File: config.mk
export PLATFORM = sky130hd
export DESIGN_NAME = sliding_window_maximum_unit
export DESIGN_NICKNAME = d
export VERILOG_FILES = /design/src/sv/swm_pkg.sv /design/src/sv/swm_ctrl.sv /design/src/sv/swm_datapath.sv /design/src/sv/sliding_window_maximum_unit.sv
export VERILOG_INCLUDE_DIRS = /design/src /design/src/sv
export SDC_FILE = /design/constraint.sdc
export NUM_CORES = 2
export LEC_CHECK = 0
export BUFFER_PORTS_ARGS = -buffer_cell sky130_fd_sc_hd__buf_2
export CORE_UTILIZATION = 50
export DETAILED_ROUTE_END_ITERATION = 8
export GPL_ROUTABILITY_DRIVEN = 0
export PLACE_DENSITY = 0.75
export SLEW_MARGIN = 15
export SYNTH_ARGS = -nofsm -noshare
export SYNTH_HDL_FRONTEND = slang
export SYNTH_SLANG_ARGS = --single-unit
File: constraint.sdc
create_clock -name clk -period 5.05 [get_ports clk]
set_input_delay 0.505 -clock clk [delete_from_list [all_inputs] [get_ports clk]]
set_output_delay 0.505 -clock clk [all_outputs]
set_load 0.01 [all_outputs]
File: src/sv/sliding_window_maximum_unit_defines.svh
// Assertion macros shared by the sliding window maximum unit.
// Included by the RTL files that carry concurrent checks; no other dependencies.
`ifndef SLIDING_WINDOW_MAXIMUM_UNIT_DEFINES_SVH
`define SLIDING_WINDOW_MAXIMUM_UNIT_DEFINES_SVH

// Same-cycle implication check, disabled while reset is asserted.
`define SWM_ASSERT(lbl, clk_i, rstn_i, ante, cons) \
	lbl: assert property (@(posedge clk_i) disable iff (!rstn_i) (ante) |-> (cons)) \
		else $error("sliding window maximum check failed");

// Next-cycle implication check, disabled while reset is asserted.
`define SWM_ASSERT_NEXT(lbl, clk_i, rstn_i, ante, cons) \
	lbl: assert property (@(posedge clk_i) disable iff (!rstn_i) (ante) |=> (cons)) \
		else $error("sliding window maximum check failed");

`endif

File: src/sv/swm_pkg.sv
// Shared constants and types of the sliding window maximum unit.
// Used by the controller, the datapath and the top level; no dependencies.
package swm_pkg;

	localparam int SAMPLE_W   = 16;
	localparam int MAX_WIN    = 64;
	localparam int ADDR_W     = $clog2(MAX_WIN);
	localparam int LEN_W      = 7;
	localparam int CNT_W      = ADDR_W + 1;
	localparam int POS_W      = ADDR_W + 1;
	localparam logic [LEN_W-1:0] LEN_RESET = LEN_W'(3);

	typedef struct packed {
		logic signed [SAMPLE_W-1:0] value;
		logic [POS_W-1:0]           pos;
	} entry_t;

	// Commands from the controller to the datapath.
	typedef struct packed {
		logic accept;
		logic ret_step;
		logic pop_step;
		logic hv_load;
		logic push;
		logic rd_tail;
	} cmd_t;

	// Status from the datapath to the controller.
	typedef struct packed {
		logic count_zero;
		logic count_one;
		logic retire_hit;
		logic pop_hit;
		logic out_blocked;
	} sts_t;

endpackage

File: src/sv/swm_ctrl.sv
// Sequencer of the sliding window maximum unit: walks the head retire loop,
// the tail pop loop and the push for each beat. Depends on swm_pkg.
module swm_ctrl (
	input  logic          clk,
	input  logic          arst_n,
	input  logic          sample_valid,
	output logic          sample_stall,
	input  swm_pkg::sts_t sts,
	output swm_pkg::cmd_t cmd
);
	import swm_pkg::*;

	typedef enum logic [2:0] {
		ST_IDLE,
		ST_RET_ADDR,
		ST_RET_CHK,
		ST_POP_ADDR,
		ST_POP_CHK,
		ST_PUSH
	} state_t;

	state_t state_q;

	always_ff @(posedge clk or negedge arst_n) begin
		if (!arst_n) begin
			state_q <= ST_IDLE;
		end else begin
			unique case (state_q)
				ST_IDLE: begin
					if (sample_valid) state_q <= ST_RET_ADDR;
				end
				ST_RET_ADDR: begin
					state_q <= sts.count_zero ? ST_PUSH : ST_RET_CHK;
				end
				ST_RET_CHK: begin
					if (!sts.retire_hit) state_q <= ST_POP_ADDR;
					else if (sts.count_one) state_q <= ST_PUSH;
					else state_q <= ST_RET_ADDR;
				end
				ST_POP_ADDR: begin
					state_q <= ST_POP_CHK;
				end
				ST_POP_CHK: begin
					if (sts.pop_hit && !sts.count_one) state_q <= ST_POP_ADDR;
					else state_q <= ST_PUSH;
				end
				ST_PUSH: begin
					if (!sts.out_blocked) state_q <= ST_IDLE;
				end
				default: state_q <= ST_IDLE;
			endcase
		end
	end

	assign sample_stall = (state_q != ST_IDLE);

	always_comb begin
		cmd          = '0;
		cmd.accept   = (state_q == ST_IDLE) && sample_valid;
		cmd.ret_step = (state_q == ST_RET_CHK) && sts.retire_hit;
		cmd.hv_load  = (state_q == ST_RET_CHK) && !sts.retire_hit;
		cmd.rd_tail  = (state_q == ST_POP_ADDR);
		cmd.pop_step = (state_q == ST_POP_CHK) && sts.pop_hit;
		cmd.push     = (state_q == ST_PUSH) && !sts.out_blocked;
	end

endmodule

File: src/sv/swm_datapath.sv
// Datapath of the sliding window maximum unit: queue memory, pointers,
// counters, window length register and result register. Depends on swm_pkg.
`include "sliding_window_maximum_unit_defines.svh"
module swm_datapath (
	input  logic                          clk,
	input  logic                          arst_n,
	input  logic                          cfg_we,
	input  logic [swm_pkg::LEN_W-1:0]     cfg_wdata,
	input  logic signed [swm_pkg::SAMPLE_W-1:0] sample,
	input  logic                          first_of_sequence,
	input  logic                          last_of_sequence,
	output logic signed [swm_pkg::SAMPLE_W-1:0] window_max,
	output logic                          last_result,
	output logic                          result_valid,
	input  logic                          result_stall,
	input  swm_pkg::cmd_t                 cmd,
	output swm_pkg::sts_t                 sts
);
	import swm_pkg::*;

	entry_t mem [MAX_WIN];
	entry_t rd_q;

	logic [LEN_W-1:0]           len_q;
	logic [ADDR_W-1:0]          head_q;
	logic [CNT_W-1:0]           count_q;
	logic [POS_W-1:0]           pos_q;
	logic [LEN_W-1:0]           seen_q;
	logic signed [SAMPLE_W-1:0] s_q;
	logic signed [SAMPLE_W-1:0] hv_q;
	logic                       last_q;
	logic signed [SAMPLE_W-1:0] max_q;
	logic                       rlast_q;
	logic                       rvalid_q;

	logic [ADDR_W-1:0] tail_addr;
	logic [ADDR_W-1:0] wr_addr;
	logic [ADDR_W-1:0] rd_addr;
	logic [POS_W-1:0]  age;
	logic [LEN_W-1:0]  seen_new;
	logic [LEN_W-1:0]  len_eff;
	logic              produce;

	// Zero counts as one and anything past the deepest window saturates.
	always_comb begin
		if (cfg_wdata == '0) len_eff = LEN_W'(1);
		else if (cfg_wdata > LEN_W'(MAX_WIN)) len_eff = LEN_W'(MAX_WIN);
		else len_eff = cfg_wdata;
	end

	assign tail_addr = head_q + count_q[ADDR_W-1:0] - ADDR_W'(1);
	assign wr_addr   = head_q + count_q[ADDR_W-1:0];
	assign rd_addr   = cmd.rd_tail ? tail_addr : head_q;
	// Positions wrap at twice the deepest window, so the age is a plain wrapped difference.
	assign age       = pos_q - rd_q.pos;
	assign seen_new  = (seen_q < len_q) ? seen_q + LEN_W'(1) : seen_q;
	assign produce   = (seen_new >= len_q);

	assign sts.count_zero  = (count_q == '0);
	assign sts.count_one   = (count_q == CNT_W'(1));
	assign sts.retire_hit  = (LEN_W'(age) >= len_q);
	assign sts.pop_hit     = (rd_q.value <= s_q);
	assign sts.out_blocked = rvalid_q && result_stall;

	always_ff @(posedge clk) begin
		if (cmd.push) begin
			mem[wr_addr] <= '{value: s_q, pos: pos_q};
		end
		rd_q <= mem[rd_addr];
	end

	always_ff @(posedge clk or negedge arst_n) begin
		if (!arst_n) begin
			len_q    <= LEN_RESET;
			head_q   <= '0;
			count_q  <= '0;
			pos_q    <= '0;
			seen_q   <= '0;
			rvalid_q <= 1'b0;
		end else begin
			if (cfg_we) len_q <= len_eff;
			if (rvalid_q && !result_stall && !(cmd.push && produce)) rvalid_q <= 1'b0;
			if (cmd.accept) begin
				if (first_of_sequence) begin
					head_q  <= '0;
					count_q <= '0;
					pos_q   <= '0;
					seen_q  <= '0;
				end else if (seen_q > len_q) begin
					seen_q <= len_q;
				end
			end
			if (cmd.ret_step) begin
				head_q  <= head_q + ADDR_W'(1);
				count_q <= count_q - CNT_W'(1);
			end
			if (cmd.pop_step) count_q <= count_q - CNT_W'(1);
			if (cmd.push) begin
				if (produce) rvalid_q <= 1'b1;
				if (last_q) begin
					head_q  <= '0;
					count_q <= '0;
					pos_q   <= '0;
					seen_q  <= '0;
				end else begin
					count_q <= count_q + CNT_W'(1);
					pos_q   <= pos_q + POS_W'(1);
					seen_q  <= seen_new;
				end
			end
		end
	end

	always_ff @(posedge clk) begin
		if (cmd.accept) begin
			s_q    <= sample;
			last_q <= last_of_sequence;
		end
		if (cmd.hv_load) hv_q <= rd_q.value;
		// An empty queue at push time means the new beat is its own window maximum.
		if (cmd.push && produce) begin
			max_q   <= (count_q == '0) ? s_q : hv_q;
			rlast_q <= last_q;
		end
	end

	assign window_max   = max_q;
	assign last_result  = rlast_q;
	assign result_valid = rvalid_q;

	`SWM_ASSERT(a_push_room, clk, arst_n, cmd.push, count_q < CNT_W'(MAX_WIN))
	`SWM_ASSERT(a_push_no_drop, clk, arst_n, cmd.push, !(rvalid_q && result_stall))
	`SWM_ASSERT(a_step_nonempty, clk, arst_n, cmd.ret_step || cmd.pop_step, count_q != '0)
	`SWM_ASSERT_NEXT(a_first_clears, clk, arst_n, cmd.accept && first_of_sequence, count_q == '0 && seen_q == '0)

endmodule

File: src/sv/sliding_window_maximum_unit.sv
// Top level of the sliding window maximum unit: joins the sequencer and the datapath.
// Depends on swm_pkg, swm_ctrl and swm_datapath.
//
//  channel  | handshake                    | payload
//  ---------+------------------------------+----------------------------------------
//  sample   | sample_valid / sample_stall  | sample, first_of_sequence, last_of_sequence
//  result   | result_valid / result_stall  | window_max, last_result
//  config   | cfg_we (no wait)             | cfg_wdata (window length)
//
// A beat is accepted in ST_IDLE, then each head probe and each tail probe takes an address
// state and a check state, since every probe goes through the single registered read port
// of the queue memory; the push comes last, and an empty queue goes straight to it.
// Reset (arst_n low) empties the queue and sets the window length to 3; the memory is kept.
// A new beat is accepted while a finished result waits; the push of the next
// beat holds only while the result register is still full and stalled.
module sliding_window_maximum_unit (
	input  logic                              clk,
	input  logic                              arst_n,
	input  logic                              cfg_we,
	input  logic [swm_pkg::LEN_W-1:0]         cfg_wdata,
	input  logic                              sample_valid,
	output logic                              sample_stall,
	input  logic signed [swm_pkg::SAMPLE_W-1:0] sample,
	input  logic                              first_of_sequence,
	input  logic                              last_of_sequence,
	output logic                              result_valid,
	input  logic                              result_stall,
	output logic signed [swm_pkg::SAMPLE_W-1:0] window_max,
	output logic                              last_result
);
	import swm_pkg::*;

	cmd_t cmd;
	sts_t sts;

	swm_ctrl u_ctrl (
		.clk          (clk),
		.arst_n       (arst_n),
		.sample_valid (sample_valid),
		.sample_stall (sample_stall),
		.sts          (sts),
		.cmd          (cmd)
	);

	swm_datapath u_datapath (
		.clk               (clk),
		.arst_n            (arst_n),
		.cfg_we            (cfg_we),
		.cfg_wdata         (cfg_wdata),
		.sample            (sample),
		.first_of_sequence (first_of_sequence),
		.last_of_sequence  (last_of_sequence),
		.window_max        (window_max),
		.last_result       (last_result),
		.result_valid      (result_valid),
		.result_stall      (result_stall),
		.cmd               (cmd),
		.sts               (sts)
	);

endmodule

==> key figures <==
Critical path
  – Worst EP arrival: around 5.2 ns
  – Critical path peak fanout: 40
  – Reg2Reg Setup Slack: 0.55 ns
  – Worst Setup SP: u_datapath.count_q[0]
  – Reg2reg end: u_datapath.rd_q[1]
  – Reg-to-Reg Start: u_datapath.count_q[0]
  – Startpoint Class: flip-flop
  – Crit path kind: flip-flop to flip-flop
  – Crit path required time: between 5 and 6 ns
  – CP Capture Type: flip-flop
  – Reg2Reg Depth: 13

Timing
  – Hold_ws: between 0.05 and 0.06 ns
  – Final Hold Viols: 0
  – RSZ-0062 raised after global routing: false
  – Fmax: roughly 220 MHz
  – Tmin final: between 4 and 5 ns
  – Slew at the pin with the worst max-slew slack: between 1 and 1.5 ns
  – Setup TNS: 0 ns
  – Max Slew Vio Count: 0
  – Max-slew headroom: a little under 30%
  – Clock skew: ~0.042 ns
  – Finish-stage setup viols: 0
  – Period utilisation layout: slightly below 90%
  – Setup ws final: about 0.55 ns

Global routing
  – Pin count of the biggest net entering global routing: around 110
  – Vias in the first global route: roughly 33000
  – Global-route usage over all layers: approximately 25%
  – GRT overflow: 0
  – Antenna violations before repair: 7
  – First-pass GRT wire length: approximately 230 mm

Hold path
  – Hold path depth: 2
  – Hold crit path type: input pin to flip-flop
  – Hold path start: sample_valid
  – Hold worst-path end: u_ctrl.state_q[0]

Place
  – Post-DP HPWL: between 80 and 90 mm
  – Number of port buffers: between 40 and 50
  – Worst-case setup slack after placement: between 0.6 and 0.7 ns

Floorplanning
  – Core Box Area: between 100000 and 150000 um2
  – Die Y: 358.7 um
  – Rows: 130
  – Die width: 358.7 um
  – Die area: ~130000 um2
  – Initial Util: 50.52%
  – IO Count: 49

Synthesis
  – Syn Nets: 3544
  – Post-synthesis instance area: around 64000 um2
  – Seq cells post-synth: about 1600
  – Number of synthesized flops with an enable pin: approximately 1500
  – Syn Inst Count: ~3500
  – Avg Inst Size Synth: around 18 um2
  – Register area share after synthesis: 74.07%
  – Post-synthesis cell type count: 79
  – Asr flop ratio synth: approximately 2.4%
  – Ys flop type: edfxtp_1
  – Yosys warnings: 0

Clock network
  – Post-CTS Setup Inserts: 0
  – PostCTS Resize Cnt: 0
  – Clock Latency Late Sink: roughly 0.8 ns
  – CTS Buf Count: about 150
  – CTS root buf: clkbuf_16
  – Longest Clk Path Bufs: 3
  – CTS H-Tree Depth: 4
  – Clk sinks: ~1600
  – TritonCTS clock tree: yes
  – Clock Pin Slew Worst Setup and Hold Paths: ~0.06 ns

Status
  – Outcome: complete, no violations

Power and ir drop
  – Power per cell area: approximately 560 nW/um2
  – Net Sw Frac: between 30% and 40%
  – Internal power: approximately 0.027 W
  – Total leakage power: between 20 and 25 nW
  – Seq pwr share: 38.6%
  – Clock share of power: between 20% and 30%
  – Gate power share: 33.6%
  – Switch Pwr: 0.01358 W
  – Peak supply drop: 0.4308 mV

Detailed routing
  – DRC viols: 0
  – Antenna Nets Post-Route: 0
  – Vias/cell: approximately 6.3
  – First DRT Iteration DRCs: between 4000 and 5000
  – Vias: between 30000 and 40000
  – Routed wire length: about 160 mm
  – Pre-Repair DR Iteration Count: 6
  – WL/cell: 29.15 um

Cells and area
  – Share of cells above drive strength 1: a little under a quarter
  – Filler instances: between 9000 and 10000
  – Synth-to-layout area growth: 13.23%
  – Commonest non-fill, non-tap cell in the layout: edfxtp_1
  – Final core occ: a little under three fifths
  – Final nets: between 3000 and 4000
  – Most frequent cells in the layout: 1522 x edfxtp_1, 276 x mux4_2, 219 x nand2_1, 154 x clkbuf_16, 135 x buf_4

Job
  – Max Cap Viol: 0
## worst max-delay path: stages (launching register included)
cell and delay [ns]:
dfrtp_1 0.45, ha_1 0.27, fa_1 0.64, inv_1 0.08
ha_1 0.36, inv_1 0.10, mux2i_4 0.22, buf_12 0.23
buf_12 0.30, mux4_2 0.55, mux2i_1 0.33, mux2i_1 0.26
a21oi_1 0.38, a2111oi_1 0.11
## metal layers
layer / GRT usage [%] / up-vias / share of wire [%]
li1: - / 14340 / -
met2: 37.73 / 2031 / 46
met1: 34.77 / 17410 / 39
met5: 0 / - / 0.0082
met3: 5.020 / 347 / 10
met4: 10.82 / 2 / 4.7
## cell usage after synthesis, types with 4 or more instances
| cell | instances | area [um2] |
|---|---|---|
| nor4_1 | 53 | 331.6 |
| nand2b_1 | 9 | 56.30 |
| xor2_1 | 9 | 78.83 |
| nand3_1 | 40 | 200.2 |
| and3_1 | 10 | 62.56 |
| buf_1 | 4 | 15.01 |
| a21oi_1 | 119 | 595.6 |
| buf_2 | 65 | 325.3 |
| nand3b_1 | 6 | 45.04 |
| dfrtp_1 | 36 | 900.9 |
| nand4_1 | 11 | 68.82 |
| mux2i_1 | 117 | 1171 |
| buf_4 | 37 | 277.8 |
| and2_1 | 94 | 588.1 |
| clkbuf_1 | 101 | 379.1 |
| mux4_2 | 276 | 6216 |
| nor2_1 | 81 | 304.0 |
| a31oi_1 | 101 | 631.9 |
| edfxtp_1 | 1522 | 45700 |
| nand2_1 | 219 | 822.0 |
| a22oi_1 | 5 | 37.54 |
| a2111oi_2 | 19 | 285.3 |
| ha_1 | 55 | 688.2 |
| o21ai_0 | 31 | 155.2 |
| mux2_2 | 65 | 732.0 |
| o221ai_1 | 23 | 201.4 |
| buf_6 | 4 | 45.04 |
| o21a_1 | 6 | 45.04 |
| o21bai_1 | 8 | 60.06 |
| a211oi_1 | 95 | 713.2 |
| nor2b_1 | 5 | 31.28 |
| inv_1 | 47 | 176.4 |
| dfxtp_1 | 23 | 460.4 |
| a21o_1 | 16 | 120.1 |
| xnor2_1 | 8 | 70.07 |
| nor3_1 | 72 | 360.4 |
## state kept, by name, summed over array words and instances, names as in the netlist, 7 cells and up
| signal | flops |
|---|---|
| u_datapath.count_q | 7 |
| u_datapath.hv_q | 16 |
| u_datapath.len_q | 7 |
| u_datapath.mem | 1472 |
| u_datapath.pos_q | 7 |
| u_datapath.rd_q | 23 |
| u_datapath.s_q | 16 |
| u_datapath.seen_q | 7 |
| u_datapath.window_max | 16 |
## power by group through the flow
stage | Combinational (W) | Sequential (W) | Clock [W]
2_1_floorplan | 0.00727 | 0.0159 | 0
3_3_place_gp | 0.0133 | 0.0159 | 0
3_5_place_dp | 0.0135 | 0.0160 | 0
4_1_cts | 0.0136 | 0.0157 | 0.0114
5_1_grt | 0.0145 | 0.0157 | 0.0119
6_report | 0.0137 | 0.0157 | 0.0113
## per-stage QoR
stage / total power (W) / cell area, um2 / instances
5_1_grt: 0.04207 / 72020 / 5405
6_report: 0.04064 / 72020 / 5406
3_3_place_gp: 0.02927 / 66870 / 5104
2_1_floorplan: 0.02317 / 63610 / 3457
3_5_place_dp: 0.02949 / 66870 / 5104
4_1_cts: 0.04071 / 72020 / 5405
## final cells by class
class	count	area, um2	area share (%)
Antenna cell	1	2.502	0.003474
Multi-Input combinational cell	1615	15740	21.85
Sequential cell	1583	47130	65.43
Inverter	47	176.4	0.2449
Tap cell	1650	2064	2.866
Clock inverter	91	908.4	1.261
Timing Repair Buffer	233	2014	2.797
Clock buffer	186	3994	5.545
## logic make-up (layout without fill, tap and decap cells)
| group | after synthesis | count (layout) | share of synthesized area, % |
|---|---|---|---|
| xor gates and xnor gates | 20 | 20 | 0.3206 |
| muxes | 459 | 459 | 12.80 |
| and+or+nand+nor | 617 | 617 | 4.711 |
| DFF | 1583 | 1583 | 74.07 |
| other | 0 | 1 | 0 |
| buffers and inverters | 259 | 557 | 1.924 |
| adders and majority gates | 57 | 57 | 1.145 |
| AOI/OAI and AO/OA | 462 | 462 | 5.026 |
## worst max path at each step
stage,end,slack [ns],cells after the start
floorplan,u_datapath.mem[34][0],0.27,8
global placement,u_datapath.rd_q[5],0.62,13
detailed placement,u_datapath.rd_q[7],0.61,13
CTS,u_datapath.rd_q[2],0.60,13
global route,u_datapath.rd_q[1],0.32,13
finish,u_datapath.rd_q[1],0.55,13
## what timing repair did
item | in CTS | in global routing
hold endpoints to repair | 59 | 0
hold buffers | 24 | 0
endpoints found under the setup margin | 0 | 0
Note: power is estimated with default switching activity, not from simulation.
